### src/design/qmn_pkg.sv
// Shared types and constants for the quaternion multiply and normalize unit.
// No dependencies; every other design file imports this package.
package qmn_pkg;

    localparam int MAG_W     = 31;  // normalized magnitude width
    localparam int ROOT_W    = 32;  // integer square root width
    localparam int FRAC_W    = 30;  // Q1.30 fraction bits
    localparam int SQ_STEPS  = 32;  // one root bit per stage
    localparam int DIV_STEPS = 31;  // one quotient bit per stage

    localparam logic [1:0] FUNC_AB      = 2'd0;
    localparam logic [1:0] FUNC_CONJA_B = 2'd1;
    localparam logic [1:0] FUNC_A_CONJB = 2'd2;
    localparam logic [1:0] FUNC_CONJA   = 2'd3;

    // Bit 4*c+t is set where term t of component c is subtracted.
    localparam logic [15:0] TERM_NEG = 16'h7214;

    // One word handed from the front part to the back part.
    typedef struct packed {
        logic [3:0][MAG_W-1:0] mag;
        logic [2:0]            neg;
        logic                  zero;
        logic [63:0]           sumsq;
    } norm_item_t;

endpackage

### src/design/qmn_queue.sv
// Two-word queue between the front and back parts.
// Depends on qmn_pkg.
module qmn_queue
(
    input  logic                clk,
    input  logic                rst_n,
    input  logic                push,
    input  qmn_pkg::norm_item_t din,
    input  logic                pop,
    output qmn_pkg::norm_item_t dout,
    output logic                not_empty,
    output logic                full
);
    import qmn_pkg::*;

    norm_item_t mem_reg [2];
    logic       wr_ptr_reg, rd_ptr_reg;
    logic [1:0] cnt_reg, cnt_next;
    logic       do_pop;

    assign not_empty = (cnt_reg != 2'd0);
    assign full      = (cnt_reg == 2'd2);
    assign do_pop    = pop && not_empty;
    assign dout      = mem_reg[rd_ptr_reg];
    assign cnt_next  = cnt_reg + 2'(push) - 2'(do_pop);

    always_ff @(posedge clk)
    begin
        if (push)
        begin
            mem_reg[wr_ptr_reg] <= din;
        end
    end

    always_ff @(posedge clk or negedge rst_n)
    begin
        if (!rst_n)
        begin
            wr_ptr_reg <= 1'b0;
            rd_ptr_reg <= 1'b0;
            cnt_reg    <= 2'd0;
        end
        else
        begin
            wr_ptr_reg <= wr_ptr_reg ^ push;
            rd_ptr_reg <= rd_ptr_reg ^ do_pop;
            cnt_reg    <= cnt_next;
        end
    end

`ifndef NO_ASSERTIONS
    a_no_overflow: assert property (@(posedge clk) disable iff (!rst_n)
        !(push && full && !pop))
        else $error("queue written while full");
    a_drains: assert property (@(posedge clk) disable iff (!rst_n)
        (pop && not_empty && !push) |=> (cnt_reg == $past(cnt_reg) - 2'd1))
        else $error("queue count did not fall on a read");
`endif

endmodule

### config.mk
export PLATFORM = sky130hd
export DESIGN_NAME = qmn_queue
export DESIGN_NICKNAME = d
export VERILOG_FILES = /design/src/design/qmn_pkg.sv /design/src/design/qmn_queue.sv
export SDC_FILE = /design/constraint.sdc
export NUM_CORES = 1
export LEC_CHECK = 0
export BUFFER_PORTS_ARGS = -buffer_cell sky130_fd_sc_hd__buf_2
export CAP_MARGIN = 30
export CORE_MARGIN = 3
export CORE_UTILIZATION = 37
export DETAILED_ROUTE_END_ITERATION = 7
export PLACE_DENSITY = 0.58
export SLEW_MARGIN = 20
export SYNTH_ARGS = -nofsm -noshare
export SYNTH_HDL_FRONTEND = slang
export SYNTH_SLANG_ARGS = --single-unit
### constraint.sdc
create_clock -name clk -period 7 [get_ports clk]
set_input_delay 1.4 -clock clk [delete_from_list [all_inputs] [get_ports clk]]
set_output_delay 1.4 -clock clk [all_outputs]
set_load 0.02 [all_outputs]
==> flow_metrics.py, run 1 <==
metrics = {
    "outcome": {
        "outcome": "completed",
    },
    "die": {
        "dieArea_um2": 40500,
        "start_util_pct": 38.0,
        "ios": 390,
        "rows": 70,
        "die_w_um": 201,
        "core_area_um2": 37100,
        "die_h_um": 201,
    },
    "cts": {
        "cts.clk_slew.worst_paths_ns": 0.06,
        "clock-sinks": 388,
        "cts_buffers": 41,
        "htree_levels": 2,
        "cts_resized": 0,
        "cts_tree": "done",
        "cts.path.max_buffers": 3,
        "root_buffer": "clkbuf_16",
        "holdBufCountCts": 0,
        "insertion_delay_ns": 0.53,
        "post_cts_buffers": 0,
    },
    "global_routing": {
        "grt_pass1_wl_mm": 45.2,
        "grt_max_degree": 97,
        "track_usage_pct": 14.5,
        "grt_pass1_vias": 7568,
        "overflow": 0,
        "antenna_found_initial": 10,
    },
    "critical_path": {
        "worstPathCellList": "buf_4, mux2_2, buf_2",
        "worst_path_max_delay_cell": "dfrtp_4",
        "crit_path_start": "rd_ptr_reg",
        "cp.required_ns": 5.60,
        "reg2reg_from": "wr_ptr_reg",
        "critPathMaxFanout": 52,
        "cp.arrival_ns": 2.70,
        "end_kind": "output port",
        "worst-path-buf-inv": 2,
        "crit_path_max_incr_delay_ns": 0.87,
        "start_kind": "flop",
        "crit_type": "flop to output port",
        "path_delay_family": "flip-flops",
    },
    "synthesis": {
        "synth_area_um2": 14100,
        "synthCells": 615,
        "ys_ff_latch": 388,
        "syn_nets": 815,
        "ys_warn_count": 0,
        "synth_area_leaders": "edfxtp_1, mux2_2, buf_6",
        "synth_top_area_share_pct": 81.7,
        "yosysTopAreaCell": "edfxtp_1",
        "syn_avg_cell_area_um2": 23.0,
        "synth_sequential_area_ratio_pct": 82.4,
        "ys_types": 13,
    },
    "routing": {
        "wl_met3_mm": 2.95,
        "vias": 7276,
        "drt-total-wl_mm": 30.4,
        "drtIter0Drc": 421,
        "top_layer": "met5",
        "routed-wl-met2_mm": 14.1,
        "route.detailed.wl_per_inst_um": 19.4,
        "ant_nets": 0,
        "drc": 0,
        "via_per_inst": 4.64,
        "wl_met1_mm": 12.5,
        "drt-pass1-iter-count": 4,
    },
    "pwr": {
        "power_density_nw_per_um2": 423,
        "ir_drop_v": 0.000259,
        "p_leak_nw": 6.62,
        "power.total_mw": 7.51,
    },
    "sta": {
        "maxSlewHeadroom_pct": 39.1,
        "maxSlewViolCount": 0,
        "worst_slack_ns": 2.90,
        "fmax_mhz": 244,
        "fin_crit_ns": 4.10,
        "setup_violations": 0,
        "grt_setup_unrepaired": "false",
        "fin_crit_sh_pct": 58.5,
        "fin_skew_ns": 0.0151,
        "tns_ns": 0,
        "worst_pin_slew_ns": 0.914,
        "final_hold_viol_count": 0,
    },
    "cells_and_area": {
        "final_nets": 1232,
        "final_cell_mix": "buf_2, edfxtp_1, mux2_2",
        "final_common_cell": "buf_2",
        "syn2layout_area_growth_pct": 25.9,
        "largest_register_ffs": 384,
        "drive_above_1_share_pct": 60.3,
    },
    "min_path": {
        "hp-class": "flop to flop",
        "min_from": "cnt_reg[1]",
    },
    "place": {
        "dp_hpwl_mm": 20.3,
        "pre_cts_ws_ns": 3.45,
        "port_buffers": 389,
        "gp_congestion": 0.780,
    },
    "job": {
        "maxCapViolCount": 0,
    },
}
==> per-layer routing <==
metal	global-route usage, %	vias up
met1	18.0	3591
met2	22.5	309
met3	6.46	63
met5	0	-
li1	-	3301
met4	5.41	12
==> cell families (layout without fill, tap and decap cells) <==
family	Yosys count	in the layout	share of synthesized area, %
other	0	4	0
XOR/XNOR	3	3	0.186
multiplexers	192	192	15.3
flip-flops	388	388	82.4
AND/OR/NAND/NOR	2	2	0.0887
buffers and inverters	25	471	1.64
adder cells (fa/ha/maj)	4	4	0.354
AO/OA/AOI/OAI	1	1	0.0532
==> final timing paths <==
kind / slack, ns / cells after the start / endpoint
worst max-delay path: 2.90 / 3 / dout[131]
worst min-delay path: 0.52 / 1 / cnt_reg[1]
worst max register to register: 4.81 / 3 / mem_reg[0][41]
worst min register to register: 0.52 / 1 / cnt_reg[1]
max in group asynchronous: 6.19 / 1 / rd_ptr_reg
min in group asynchronous: 0.66 / 1 / wr_ptr_reg
==> worst reg2reg max path, cell delays in order, from the launching register on <==
cell and delay (ns):
dfrtp_1 0.40, inv_1 0.10, ha_4 0.46, buf_4 0.78
==> cell usage after synthesis, drive strengths merged <==
cell and n:
xor2 1, or2 1, nor2b 1, o21a 1
mux2 192, inv 4, ha 4, buf 21
xnor2 2, edfxtp 384, dfrtp 4
==> stage by stage <==
| stage | cells | util, % | cell area (um^2) | hold WS [ns] |
|---|---|---|---|---|
| after global routing | 1569 | 47.9 | 17800 | 0.565 |
| after CTS | 1565 | 47.9 | 17800 | 0.529 |
| final | 1569 | 47.9 | 17800 | 0.521 |
| after global placement | 1493 | 44.7 | 16600 | 0.502 |
| after detailed placement | 1493 | 44.7 | 16600 | 0.516 |
| after floorplan | 615 | - | 14100 | 0.473 |
==> power by group <==
part / internal, mW / switching [mW]
logic: 0.907 / 1.44
registers: 3.09 / 0.154
clock network: 1.11 / 0.823
==> cell type report <==
type | instances | area (um^2)
fill | 3261 | 19400
clock inverter | 20 | 113
multi-input combinational | 202 | 2280
sequential | 388 | 11600
timing repair buffer | 395 | 2030
inverter | 4 | 15.0
tap | 504 | 631
clock buffer | 52 | 1070
antenna | 4 | 10.0
Power figures use the tool's default switching activity.
==> run 2: changes to the inputs <==
==> constraint.sdc (replaced) <==
create_clock -name clk -period 4 [get_ports clk]
set_input_delay 0.8 -clock clk [delete_from_list [all_inputs] [get_ports clk]]
set_output_delay 0.8 -clock clk [all_outputs]
set_load 0.02 [all_outputs]
==> run 2 against run 1 <==
Net effect: sequential power increased by 75%; register-to-register slack got worse by 2.6 ns; clock power increased by 82%; clock skew decreased by 0.0076 ns; sequential cell count unchanged; sequential share of layout area decreased by 0.90 points; via count decreased by 0.58%; power increased by 79%; hold slack got worse by 0.45 ns; core utilization increased by 0.67 points; critical path depth unchanged; count of clock-buffer cells in the layout decreased by 4.
==> flow_metrics.py, run 2 (synthesized netlist as in run 1, its figures left out) <==
metrics = {
    "sta": {
        "fmax_mhz": 308,
        "fin_crit_sh_pct": 81.2,
        "tns_ns": 0,
        "fin_crit_ns": 3.25,
        "worst_pin_slew_ns": 0.825,
        "setup_violations": 0,
        "fin_skew_ns": 0.00751,
        "grt_setup_unrepaired": "false",
        "final_hold_viol_count": 0,
        "maxSlewViolCount": 0,
        "maxSlewHeadroom_pct": 45.0,
    },
    "place": {
        "dp_hpwl_mm": 21.1,
        "port_buffers": 389,
        "gp_congestion": 0.756,
    },
    "critical_path": {
        "critPathMaxFanout": 50,
        "start_kind": "flop",
        "crit_path_start": "rd_ptr_reg",
        "rr_endpoint": "mem_reg[0][60]",
        "reg2reg_from": "wr_ptr_reg",
        "crit_type": "flop to output port",
        "r2r.worst_path.cells": 3,
        "critical_path.endpoint": "dout[40]",
        "cp.arrival_ns": 2.45,
        "cp.required_ns": 3.20,
        "end_kind": "output port",
        "reg2reg_slack_ns": 2.17,
    },
    "die": {
        "die_h_um": 201,
        "die_w_um": 201,
        "core_area_um2": 37100,
        "dieArea_um2": 40500,
        "ios": 390,
        "start_util_pct": 38.0,
        "rows": 70,
    },
    "global_routing": {
        "use_met1_pct": 17.8,
        "overflow": 0,
        "grt_max_degree": 51,
        "grt.busiest_layer": "met2",
        "antenna_found_initial": 8,
        "grt_pass1_wl_mm": 45.5,
        "met3_usage_pct": 4.92,
        "gr-usage-met2_pct": 23.8,
        "track_usage_pct": 14.6,
        "grt_pass1_vias": 7701,
    },
    "cells_and_area": {
        "final_cell_mix": "buf_2, edfxtp_1, mux2_2",
        "seqCellArea_um2": 11600,
        "multi_input_comb_area_um2": 2280,
        "final_nets": 1249,
        "largest_register_ffs": 384,
        "fillCellCount": 3216,
        "drive_above_1_share_pct": 61.6,
        "final_common_cell": "buf_2",
        "fin_util_pct": 48.6,
        "syn2layout_area_growth_pct": 27.7,
    },
    "outcome": {
        "outcome": "completed",
    },
    "routing": {
        "vias": 7234,
        "drt-pass1-iter-count": 4,
        "via_per_inst": 4.55,
        "drtIter0Drc": 318,
        "drt-total-wl_mm": 30.4,
        "ant_nets": 0,
        "route.detailed.wl_per_inst_um": 19.2,
        "drc": 0,
    },
    "cts": {
        "cts.clk_slew.worst_paths_ns": 0.06,
        "root_buffer": "clkbuf_16",
        "clock-sinks": 388,
        "holdBufCountCts": 0,
        "cts_tree": "done",
        "cts_resized": 0,
        "cts.path.max_buffers": 3,
        "post_cts_buffers": 0,
        "insertion_delay_ns": 0.53,
        "htree_levels": 2,
        "cts_buffers": 41,
    },
    "job": {
        "maxCapViolCount": 0,
    },
    "min_path": {
        "hp-class": "primary input to async pin",
    },
    "pwr": {
        "ir_drop_v": 0.000440,
        "power_density_nw_per_um2": 744,
        "p_leak_nw": 6.77,
    },
}
==> run 2: how the worst min path moves through the flow <==
| stage | endpoint | slack, ns | cells past startpoint | startpoint |
|---|---|---|---|---|
| global route | cnt_reg[1] | 0.05 | 1 | rst_n |
| floorplan | cnt_reg[1] | 0.47 | 1 | cnt_reg[1] |
| global placement | cnt_reg[1] | 0.51 | 1 | cnt_reg[1] |
| CTS | cnt_reg[1] | 0.03 | 1 | rst_n |
| finish | cnt_reg[1] | 0.07 | 1 | rst_n |
| detailed placement | cnt_reg[1] | 0.53 | 1 | cnt_reg[1] |
==> run 2: per-stage QoR <==
stage | area (um^2) | hold slack (ns) | setup slack [ns] | power, mW | instances
6_report | 18000 | 0.0703 | 0.753 | 13.4 | 1589
5_1_grt | 18000 | 0.0470 | 0.610 | 14.1 | 1588
4_1_cts | 18000 | 0.0293 | 0.672 | 13.6 | 1583
3_5_place_dp | 16800 | 0.527 | 1.27 | 10.1 | 1510
3_3_place_gp | 16800 | 0.508 | 1.29 | 10.0 | 1510
2_1_floorplan | 14100 | 0.473 | 0.294 | 8.67 | 615
==> run 2: power breakdown <==
group | switching, mW | internal (mW)
clock | 1.45 | 2.07
sequential | 0.286 | 5.39
combinational | 2.52 | 1.71
==> run 2: per-layer routing <==
metal  routed length (um)  up-vias
met5                   10        -
met4                 1000        2
met3                 2350       63
met2                14700      264
met1                12400     3562
li1                     -     3343
==> run 2: layout make-up <==
cell class                      count  share of cell area (%)
Antenna cell                        6                  0.0833
Clock buffer                       48                    5.84
Clock inverter                     25                    1.07
Inverter                            4                  0.0833
Multi-Input combinational cell    202                    12.7
Sequential cell                   388                    64.5
Tap cell                          504                    3.50
Timing Repair Buffer              412                    12.2
==> run 2: worst max-delay path, cell delays in order (launching register included) <==
cell and delay (ns):
dfrtp_4 0.97, buf_12 0.34, mux2_2 0.39, buf_2 0.16
